[config.mk]
export PLATFORM = sky130hd
export DESIGN_NAME = channel_hop_capture_log_unit
export DESIGN_NICKNAME = d
export VERILOG_FILES = /design/src/hw/rtl/chlog_pkg.sv /design/src/hw/rtl/channel_hop_capture_log_unit.sv /design/src/hw/rtl/chlog_cell.sv /design/src/hw/rtl/chlog_skid.sv
export VERILOG_INCLUDE_DIRS = /design/src /design/src/hw/rtl
export SDC_FILE = /design/constraint.sdc
export NUM_CORES = 2
export LEC_CHECK = 0
export BUFFER_PORTS_ARGS = -buffer_cell sky130_fd_sc_hd__buf_4
export CAP_MARGIN = 15
export CELL_PAD_IN_SITES_DETAIL_PLACEMENT = 0
export CELL_PAD_IN_SITES_GLOBAL_PLACEMENT = 1
export CORE_MARGIN = 2
export CORE_UTILIZATION = 31
export DETAILED_ROUTE_END_ITERATION = 6
export PLACE_DENSITY = 0.54
export SLEW_MARGIN = 30
export SYNTH_ARGS = -nofsm -noshare
export SYNTH_HDL_FRONTEND = slang
export SYNTH_SLANG_ARGS = --single-unit
export TNS_END_PERCENT = 5
[constraint.sdc]
create_clock -name aclk -period 11.1 [get_ports aclk]
set_clock_uncertainty 0.1 [all_clocks]
set_input_delay 0.555 -clock aclk [delete_from_list [all_inputs] [get_ports aclk]]
set_output_delay 0.555 -clock aclk [all_outputs]
set_load 0.01 [all_outputs]
[src/hw/rtl/channel_hop_capture_log_unit_defines.svh]
// Assertion macros shared by the channel hop capture log RTL.
`ifndef CHANNEL_HOP_CAPTURE_LOG_UNIT_DEFINES_SVH
`define CHANNEL_HOP_CAPTURE_LOG_UNIT_DEFINES_SVH

`ifndef ASSERT_OFF
// Clocked check, disabled while reset is held low.
`define CHL_ASSERT(lbl, clk, rstn, prop) \
    lbl: assert property (@(posedge clk) disable iff (!rstn) prop) \
        else $error("channel hop capture log: assertion failed");
// Clocked check that also holds through reset.
`define CHL_ASSERT_ALWAYS(lbl, clk, prop) \
    lbl: assert property (@(posedge clk) prop) \
        else $error("channel hop capture log: assertion failed");
`else
`define CHL_ASSERT(lbl, clk, rstn, prop)
`define CHL_ASSERT_ALWAYS(lbl, clk, prop)
`endif

`endif

[src/hw/rtl/chlog_pkg.sv]
// Types and constants shared by the channel hop capture log modules.
`timescale 1ns / 1ps

package chlog_pkg;

    // Operation codes of an input item
    typedef enum logic [1:0] {
        OP_TICK   = 2'd0,
        OP_PACKET = 2'd1,
        OP_READ   = 2'd2
    } op_t;

    // Configuration register indexes
    localparam logic [3:0] REG_HOP_DWELL       = 4'd0;
    localparam logic [3:0] REG_PRESS_HOLDOFF   = 4'd1;
    localparam logic [3:0] REG_LOWEST_CHANNEL  = 4'd2;
    localparam logic [3:0] REG_HIGHEST_CHANNEL = 4'd3;

    // Configuration reset values
    localparam logic [15:0] HOP_DWELL_AT_RESET     = 16'd200;
    localparam logic [15:0] PRESS_HOLDOFF_AT_RESET = 16'd180;
    localparam logic [6:0]  LOWEST_AT_RESET        = 7'd2;
    localparam logic [6:0]  HIGHEST_AT_RESET       = 7'd125;

    localparam logic [6:0]  CHANNEL_TOP      = 7'd125;
    localparam logic [6:0]  CHANNEL_AT_RESET = 7'd76;
    localparam logic [15:0] AGE_MAX          = 16'hFFFF;
    localparam logic [63:0] PAYLOAD_ZERO     = 64'h0000_0000_0000_0000;
    localparam logic [63:0] PAYLOAD_ONES     = 64'hFFFF_FFFF_FFFF_FFFF;

    // One log row: channel tag and payload
    typedef struct packed {
        logic [6:0]  channel;
        logic [63:0] payload;
    } row_t;

    // Per-cell control from the log sequencer
    typedef struct packed {
        logic take_new;
        logic shift;
        logic read_sel;
    } cell_ctrl_t;

    // One result item
    typedef struct packed {
        logic [6:0]  channel;
        logic        hop_enabled;
        logic        retune;
        logic        accepted;
        logic [31:0] total_captured;
        logic [4:0]  rows_held;
        logic [6:0]  row_channel;
        logic [63:0] row_payload;
    } res_t;

endpackage

[src/hw/rtl/channel_hop_capture_log_unit.sv]
// Top level: channel sequencer, debounce, packet filter and capture log chain.
// Each result item is registered in the output register, or in the skid while it is held.
// Throughput: one item per cycle; input stalls only while the result register and skid are full.
// The log is a chain of row cells that moves down one row on each append when full.
// Reset returns channel, hop, debounce, ages, row count, total and config to reset values.
// Log rows are not cleared; only rows below the row count are ever read.
`timescale 1ns / 1ps
`include "channel_hop_capture_log_unit_defines.svh"

module channel_hop_capture_log_unit import chlog_pkg::*; #(
    parameter int LOG_DEPTH = 16
) (
    input  logic        aclk,
    input  logic        aresetn,
    // input items
    input  logic        s_valid,
    output logic        s_ready,
    input  logic [1:0]  s_operation,
    input  logic        s_left_pressed,
    input  logic        s_right_pressed,
    input  logic        s_up_pressed,
    input  logic [63:0] s_payload,
    input  logic [3:0]  s_row_index,
    // result items
    output logic        m_valid,
    input  logic        m_ready,
    output logic [6:0]  m_channel,
    output logic        m_hop_enabled,
    output logic        m_retune,
    output logic        m_accepted,
    output logic [31:0] m_total_captured,
    output logic [4:0]  m_rows_held,
    output logic [6:0]  m_row_channel,
    output logic [63:0] m_row_payload,
    // configuration writes
    input  logic        cfg_valid,
    output logic        cfg_ready,
    input  logic [3:0]  cfg_index,
    input  logic [15:0] cfg_data
);

    localparam int CNT_W = $clog2(LOG_DEPTH + 1);
    localparam logic [CNT_W-1:0] COUNT_FULL = CNT_W'(LOG_DEPTH);

    // configuration
    logic [15:0] hop_dwell_reg;
    logic [15:0] press_holdoff_reg;
    logic [6:0]  lowest_reg;
    logic [6:0]  highest_reg;

    // sequencer state
    logic [6:0]       channel_reg, channel_next;
    logic             hop_reg, hop_next;
    logic             awaiting_reg, awaiting_next;
    logic [15:0]      press_age_reg, press_age_next;
    logic [15:0]      dwell_age_reg, dwell_age_next;
    logic [CNT_W-1:0] count_reg, count_next;
    logic [31:0]      total_reg, total_next;

    logic        push;
    logic        res_ready;
    op_t         op;
    logic [6:0]  lo_lim;
    logic [6:0]  hi_lim;
    logic [15:0] press_inc;
    logic [15:0] dwell_inc;
    logic [6:0]  press_channel;
    logic        any_button;
    logic        plausible;
    logic        append;
    logic        log_full;
    row_t        new_row;
    row_t        read_row;
    res_t        res;

    cell_ctrl_t  ctrl_w [LOG_DEPTH];
    row_t        row_w  [LOG_DEPTH];
    row_t        rd_w   [LOG_DEPTH+1];

    function automatic logic [6:0] step_up(input logic [6:0] ch, input logic [6:0] lo,
                                           input logic [6:0] hi);
        step_up = (ch >= hi || ch < lo) ? lo : ch + 7'd1;
    endfunction

    function automatic logic [6:0] step_down(input logic [6:0] ch, input logic [6:0] lo,
                                             input logic [6:0] hi);
        step_down = (ch <= lo || ch > hi) ? hi : ch - 7'd1;
    endfunction

    assign cfg_ready = 1'b1;
    assign s_ready   = res_ready;
    assign push      = s_valid && s_ready;
    assign op        = op_t'(s_operation);

    // Write configuration registers; ignore indexes beyond the list
    always_ff @(posedge aclk) begin
        if (!aresetn) begin
            hop_dwell_reg     <= HOP_DWELL_AT_RESET;
            press_holdoff_reg <= PRESS_HOLDOFF_AT_RESET;
            lowest_reg        <= LOWEST_AT_RESET;
            highest_reg       <= HIGHEST_AT_RESET;
        end else if (cfg_valid && cfg_ready) begin
            unique case (cfg_index)
                REG_HOP_DWELL:       hop_dwell_reg     <= cfg_data;
                REG_PRESS_HOLDOFF:   press_holdoff_reg <= cfg_data;
                REG_LOWEST_CHANNEL:  lowest_reg        <= cfg_data[6:0];
                REG_HIGHEST_CHANNEL: highest_reg       <= cfg_data[6:0];
                default: ;
            endcase
        end
    end

    // Clamp channel limits and pre-compute shared terms
    assign lo_lim     = (lowest_reg  > CHANNEL_TOP) ? CHANNEL_TOP : lowest_reg;
    assign hi_lim     = (highest_reg > CHANNEL_TOP) ? CHANNEL_TOP : highest_reg;
    assign press_inc  = (press_age_reg == AGE_MAX) ? AGE_MAX : press_age_reg + 16'd1;
    assign dwell_inc  = (dwell_age_reg == AGE_MAX) ? AGE_MAX : dwell_age_reg + 16'd1;
    assign any_button = s_left_pressed || s_right_pressed || s_up_pressed;
    assign plausible  = (s_payload != PAYLOAD_ZERO) && (s_payload != PAYLOAD_ONES);
    assign log_full   = (count_reg == COUNT_FULL);
    assign append     = (op == OP_PACKET) && plausible;
    assign new_row    = '{channel: channel_reg, payload: s_payload};

    // Next state for one item
    always_comb begin
        channel_next   = channel_reg;
        hop_next       = hop_reg;
        awaiting_next  = awaiting_reg;
        press_age_next = press_age_reg;
        dwell_age_next = dwell_age_reg;
        count_next     = count_reg;
        total_next     = total_reg;
        press_channel  = channel_reg;
        unique case (op)
            OP_TICK: begin
                press_age_next = press_inc;
                dwell_age_next = dwell_inc;
                if (awaiting_reg) begin
                    if (!any_button) begin
                        awaiting_next = 1'b0;
                    end
                end else if (any_button && press_inc > press_holdoff_reg) begin
                    if (s_up_pressed) begin
                        hop_next = !hop_reg;
                    end else if (s_right_pressed) begin
                        press_channel = step_up(channel_reg, lo_lim, hi_lim);
                    end else begin
                        press_channel = step_down(channel_reg, lo_lim, hi_lim);
                    end
                    press_age_next = 16'd0;
                    awaiting_next  = 1'b1;
                end
                channel_next = press_channel;
                // automatic hop after the dwell
                if (hop_next && dwell_inc >= hop_dwell_reg) begin
                    channel_next   = step_up(press_channel, lo_lim, hi_lim);
                    dwell_age_next = 16'd0;
                end
            end
            OP_PACKET: begin
                if (plausible) begin
                    count_next = log_full ? count_reg : count_reg + CNT_W'(1);
                    total_next = total_reg + 32'd1;
                end
            end
            OP_READ: ;
            default: ;
        endcase
    end

    // Advance sequencer state on each accepted item
    always_ff @(posedge aclk) begin
        if (!aresetn) begin
            channel_reg   <= CHANNEL_AT_RESET;
            hop_reg       <= 1'b1;
            awaiting_reg  <= 1'b1;
            press_age_reg <= 16'd0;
            dwell_age_reg <= 16'd0;
            count_reg     <= '0;
            total_reg     <= 32'd0;
        end else if (push) begin
            channel_reg   <= channel_next;
            hop_reg       <= hop_next;
            awaiting_reg  <= awaiting_next;
            press_age_reg <= press_age_next;
            dwell_age_reg <= dwell_age_next;
            count_reg     <= count_next;
            total_reg     <= total_next;
        end
    end

    // Log chain: append at the fill point, or move down and append at the end when full
    assign rd_w[LOG_DEPTH] = '0;

    for (genvar k = 0; k < LOG_DEPTH; k++) begin : g_cell
        assign ctrl_w[k].take_new = push && append &&
            (log_full ? (k == LOG_DEPTH - 1) : (count_reg == CNT_W'(k)));
        assign ctrl_w[k].shift    = push && append && log_full;
        assign ctrl_w[k].read_sel = (op == OP_READ) && (32'(s_row_index) == 32'(k)) &&
                                    (CNT_W'(k) < count_reg);

        chlog_cell u_cell (
            .aclk    (aclk),
            .ctrl    (ctrl_w[k]),
            .new_row (new_row),
            .up_row  ((k == LOG_DEPTH - 1) ? new_row : row_w[(k + 1) % LOG_DEPTH]),
            .rd_in   (rd_w[k+1]),
            .row_out (row_w[k]),
            .rd_out  (rd_w[k])
        );
    end

    assign read_row = rd_w[0];

    // Build the result item
    always_comb begin
        res.channel        = channel_next;
        res.hop_enabled    = hop_next;
        res.retune         = (channel_next != channel_reg);
        res.accepted       = append;
        res.total_captured = total_next;
        res.rows_held      = 5'(count_next);
        res.row_channel    = read_row.channel;
        res.row_payload    = read_row.payload;
    end

    chlog_skid u_skid (
        .aclk      (aclk),
        .aresetn   (aresetn),
        .in_valid  (s_valid),
        .in_ready  (res_ready),
        .in_res    (res),
        .out_valid (m_valid),
        .out_ready (m_ready),
        .out_res   ({m_channel, m_hop_enabled, m_retune, m_accepted, m_total_captured,
                     m_rows_held, m_row_channel, m_row_payload})
    );

    `CHL_ASSERT(a_count_bound, aclk, aresetn, count_reg <= COUNT_FULL)
    `CHL_ASSERT(a_channel_bound, aclk, aresetn, channel_reg <= CHANNEL_TOP)
    `CHL_ASSERT(a_reject_keeps_total, aclk, aresetn, (push && op == OP_PACKET && !plausible) |=> $stable(total_reg))
    `CHL_ASSERT(a_full_stays_full, aclk, aresetn, (push && append && log_full) |=> (count_reg == COUNT_FULL))

endmodule

[src/hw/rtl/chlog_cell.sv]
// One row cell of the capture log chain.
`timescale 1ns / 1ps

module chlog_cell import chlog_pkg::*; (
    input  logic       aclk,
    input  cell_ctrl_t ctrl,
    input  row_t       new_row,
    input  row_t       up_row,
    input  row_t       rd_in,
    output row_t       row_out,
    output row_t       rd_out
);

    row_t row_reg;

    // Load the new row, or take the neighbour's row when the log moves down
    always_ff @(posedge aclk) begin
        if (ctrl.take_new) begin
            row_reg <= new_row;
        end else if (ctrl.shift) begin
            row_reg <= up_row;
        end
    end

    assign row_out = row_reg;

    // Merge this row into the read chain when selected
    assign rd_out = ctrl.read_sel ? (rd_in | row_reg) : rd_in;

endmodule

[src/hw/rtl/chlog_skid.sv]
// Output register with skid stage for result items.
`timescale 1ns / 1ps
`include "channel_hop_capture_log_unit_defines.svh"

module chlog_skid import chlog_pkg::*; (
    input  logic aclk,
    input  logic aresetn,
    input  logic in_valid,
    output logic in_ready,
    input  res_t in_res,
    output logic out_valid,
    input  logic out_ready,
    output res_t out_res
);

    logic out_valid_reg;
    logic skid_valid_reg;
    res_t out_res_reg;
    res_t skid_res_reg;
    logic push;

    assign in_ready  = !skid_valid_reg;
    assign push      = in_valid && in_ready;
    assign out_valid = out_valid_reg;
    assign out_res   = out_res_reg;

    // Control: refill the output from the skid first, else from the new item
    always_ff @(posedge aclk) begin
        if (!aresetn) begin
            out_valid_reg  <= 1'b0;
            skid_valid_reg <= 1'b0;
        end else if (!out_valid_reg || out_ready) begin
            if (skid_valid_reg) begin
                out_valid_reg  <= 1'b1;
                skid_valid_reg <= 1'b0;
            end else begin
                out_valid_reg  <= push;
            end
        end else if (push) begin
            skid_valid_reg <= 1'b1;
        end
    end

    // Payload: same steering, no reset
    always_ff @(posedge aclk) begin
        if (!out_valid_reg || out_ready) begin
            if (skid_valid_reg) begin
                out_res_reg <= skid_res_reg;
            end else if (push) begin
                out_res_reg <= in_res;
            end
        end else if (push) begin
            skid_res_reg <= in_res;
        end
    end

    `CHL_ASSERT(a_skid_needs_out, aclk, aresetn, skid_valid_reg |-> out_valid_reg)
    `CHL_ASSERT(a_skid_holds, aclk, aresetn, (skid_valid_reg && !out_ready) |=> skid_valid_reg)
    `CHL_ASSERT(a_out_holds, aclk, aresetn, (out_valid_reg && !out_ready) |=> out_valid_reg)

endmodule
==> flow_summary.yaml <==
critical_path:
  crit_path_max_fanout: 14
  crit_path_start: "press_age_reg[6]"
  critPathCaptureType: "flip-flop"
  critPathLaunchType: "flip-flop"
  cp.required_ns: 11.58
  critical_path_arrival_ns: 7.82
  timing.setup.critical_path_class: "flip-flop to flip-flop"
  timing.rr.start: "press_age_reg[6]"
global_route:
  first_pass_grt_wire_length_um: 374000
  globalRoute.totalOverflow: 0
  grt_antenna_before_repair: 13
  maximum_number_of_pins_on_one_net_before_global_route_repair: 109
  gr-usage-all-layers: 0.226
  first_global_vias: 47300
sta:
  hold_violations: 0
  worstMarginPinSlew_ns: 1.10
  period_minus_slack_ns: 7.34
  grt_setup_unrepaired: "false"
  relative_slew_slack: 0.264
  fmaxAchievable_mhz: 136
  finalCritPeriodShare: 0.661
  timing.setup.tns_ns: 0
  final_max_slew_viol_count: 0
  count_of_endpoints_failing_setup_in_the_final_report: 0
floorplan:
  die_width_um: 482
  die_height_um: 482
  floorplan.rows: 175
  starting_density: 0.311
  core-area_mm2: 0.227
  io_pins: 219
  floorplan.die_area_mm2: 0.232
power:
  clockPowerShare: 0.456
  p_per_area_mw_per_mm2: 152
  total_switching_power_mw: 2.92
  cellInternalPower_mw: 9.59
  irDropWorstVdd_v: 0.000161
  total_leakage_power_nw: 27.2
  pwr-share-seq: 0.499
  comb_power_share: 0.045
  swShare: 0.233
min_path:
  hp-start: "m_ready"
  min_path_type: "primary input to flip-flop"
placed_design:
  detailed_place_hpwl_um: 139000
  numPortBuffers: 217
  dp_cells: 7810
  finalWeightedCongestion: 0.798
drt:
  detailedRoute.firstPassIterationCount: 7
  wl_per_cell_um: 32.7
  detail_route.drc_violations: 1
  detail_route.iter0.violations: 6192
  routed-via-count: 47200
  via_density_per_instance: 5.75
  routed_wl_um: 269000
  ant_nets: 0
clock_network:
  cts-htree-levels: 4
  clk_transition_reported_paths_ns: 0.06
  clk_path_buf_depth: 3
  tritoncts: "built"
  clock_latency_ns: 0.86
  numCtsBuffers: 173
  cts.sinks: 1498
  clock_tree.root_cell: "sky130_fd_sc_hd__clkbuf_16"
synth:
  asyncSetResetFlopFracSynth: 0
  synth_edf_count: 1372
  yosysSeqAreaShare: 0.618
  ys_ff_latch: 1498
  synthesis.instances: 4879
  synthesis.nets: 5045
  number_of_synthesis_warnings: 0
  synthesis.area_per_instance_um2: 14.5
  mappedNetlistArea_mm2: 0.0708
  dominantRegCellSynth: "sky130_fd_sc_hd__edfxtp_1"
  synth.distinct_cells: 96
cells_and_area:
  drive_above_1_share: 0.344
  finalNonFillerCells: 8219
  layout.nets: 5233
  largest_reg_flops: 1136
  n_fill_cell: 21800
  areaGrowthSynthToFinish_pct: 16.4
status:
  run_status: "complete, but fails checks"
  violations: "design-rule violations"
job:
  cap_viol_max_count: 0
## cells in the mapped netlist (all sizes together), types with 38 or more instances
cell type  number  area (um^2)
mux2         1144        12900
a21boi         73          552
a222oi        213         2130
nand2         294         1100
clkbuf        304         1140
a22oi         237         1780
buf            90          418
edfxtp       1372        41200
nand4         116          732
ha             68          851
xnor2          60          526
nand3          56          285
o21ai          89          449
nor2           92          367
inv            69          259
dfxtp         126         2520
and4           48          420
a21oi          48          240
and3           55          349
nor2b          38          245
## layout make-up
class	instances	area (um^2)	area share
clock buffer	227	4640	0.0564
antenna	8	20.0	0.000243
sequential	1498	43700	0.531
clock inverter	83	845	0.0102
inverter	70	268	0.00325
multi-input combinational	2917	25700	0.312
tap	3009	3760	0.0457
timing repair buffer	407	3430	0.0416
## cells by family (layout without fill, tap and decap cells)
| logic type | count (synthesis) | after routing | synth area share |
|---|---|---|---|
| DFF | 1498 | 1498 | 0.618 |
| muxes | 1171 | 1171 | 0.186 |
| and+or+nand+nor | 831 | 831 | 0.0621 |
| AOI/OAI and AO/OA | 763 | 763 | 0.0864 |
| buffers and inverters | 464 | 787 | 0.0258 |
| xor gates and xnor gates | 83 | 83 | 0.0103 |
| adders and majority gates | 68 | 68 | 0.0120 |
| other | 1 | 9 | 0.0000530 |
## stage by stage
step | utilization | power (mW) | setup slack, ns | instance area, um^2 | hold WS, ns
floorplan | - | 6.63 | 2.29 | 70800 | 0.335
global placement | 0.334 | 6.90 | 3.88 | 75900 | 0.357
detailed placement | 0.334 | 6.90 | 3.86 | 76000 | 0.361
CTS | 0.362 | 12.6 | 3.82 | 82400 | 0.0492
global route | 0.363 | 12.9 | 3.23 | 82400 | 0.102
finish | 0.363 | 12.5 | 3.76 | 82400 | 0.0991
## routing by layer
metal | track usage | vias to the layer above | part of all wire
li1 | - | 19900 | -
met1 | 0.305 | 24700 | 0.42
met2 | 0.375 | 2196 | 0.48
met3 | 0.0320 | 443 | 0.071
met4 | 0.0675 | 10 | 0.029
met5 | 0 | - | 0.00096
## cells in the final DEF (no fill, tap or decap), drive strengths merged, types with 18 or more instances in the layout
| master | n |
|---|---|
| a21boi | 73 |
| a21oi | 48 |
| a222oi | 213 |
| a22oi | 237 |
| and2 | 32 |
| and3 | 55 |
| and4 | 48 |
| buf | 317 |
| clkbuf | 227 |
| clkinv | 64 |
| dfxtp | 126 |
| dlygate4sd3 | 90 |
| edfxtp | 1372 |
| ha | 68 |
| inv | 75 |
| mux2 | 1144 |
| mux2i | 27 |
| nand2 | 294 |
| nand3 | 56 |
| nand4 | 116 |
| nor2 | 92 |
| nor2b | 38 |
| nor4 | 33 |
| o21ai | 89 |
| or3 | 18 |
| xnor2 | 60 |
| xor2 | 23 |
## power by group through the flow
stage	Combinational, mW	Clock (mW)	Sequential [mW]
5_1_grt	0.598	6.02	6.25
2_1_floorplan	0.254	0	6.37
6_report	0.562	5.70	6.25
3_5_place_dp	0.534	0	6.37
3_3_place_gp	0.532	0	6.37
4_1_cts	0.566	5.82	6.25
## final timing paths
| kind | endpoint | slack, ns | cells after the start |
|---|---|---|---|
| worst max-delay path | u_skid.out_res[109] | 3.76 | 23 |
| worst min-delay path | u_skid.out_valid | 0.1 | 3 |
| worst max register to register | u_skid.out_res[109] | 3.76 | 23 |
| worst min register to register | press_holdoff_reg[3] | 0.37 | 2 |
## worst max-delay path: stages, from the launching register on
cell and delay [ns]:
sky130_fd_sc_hd__dfxtp_1 0.41, sky130_fd_sc_hd__and3_1 0.25, sky130_fd_sc_hd__and3_1 0.23, sky130_fd_sc_hd__nand3_1 0.20, sky130_fd_sc_hd__or3_1 0.55, sky130_fd_sc_hd__o21ai_0 0.20
sky130_fd_sc_hd__ha_1 0.31, sky130_fd_sc_hd__nand4_1 0.20, sky130_fd_sc_hd__nor4_2 0.10, sky130_fd_sc_hd__nor4_1 0.45, sky130_fd_sc_hd__and2_1 0.54, sky130_fd_sc_hd__nor2_1 0.11
sky130_fd_sc_hd__a31oi_2 0.55, sky130_fd_sc_hd__ha_1 0.36, sky130_fd_sc_hd__a21oi_1 0.19, sky130_fd_sc_hd__o211ai_1 0.14, sky130_fd_sc_hd__a221oi_1 0.38, sky130_fd_sc_hd__nand4_1 0.21
sky130_fd_sc_hd__and2_1 0.40, sky130_fd_sc_hd__mux2i_1 0.35, sky130_fd_sc_hd__o311ai_1 0.13, sky130_fd_sc_hd__nor4_1 0.35, sky130_fd_sc_hd__a41o_1 0.27, sky130_fd_sc_hd__a2bb2oi_1 0.08
## what timing repair did
item                                   in CTS  in global routing
resized for setup                           0                  0
buffers inserted                            0                  0
hold buffers                               90                  0
endpoints found under the hold margin     135                  0
Note: power is estimated with default switching activity, not from simulation.
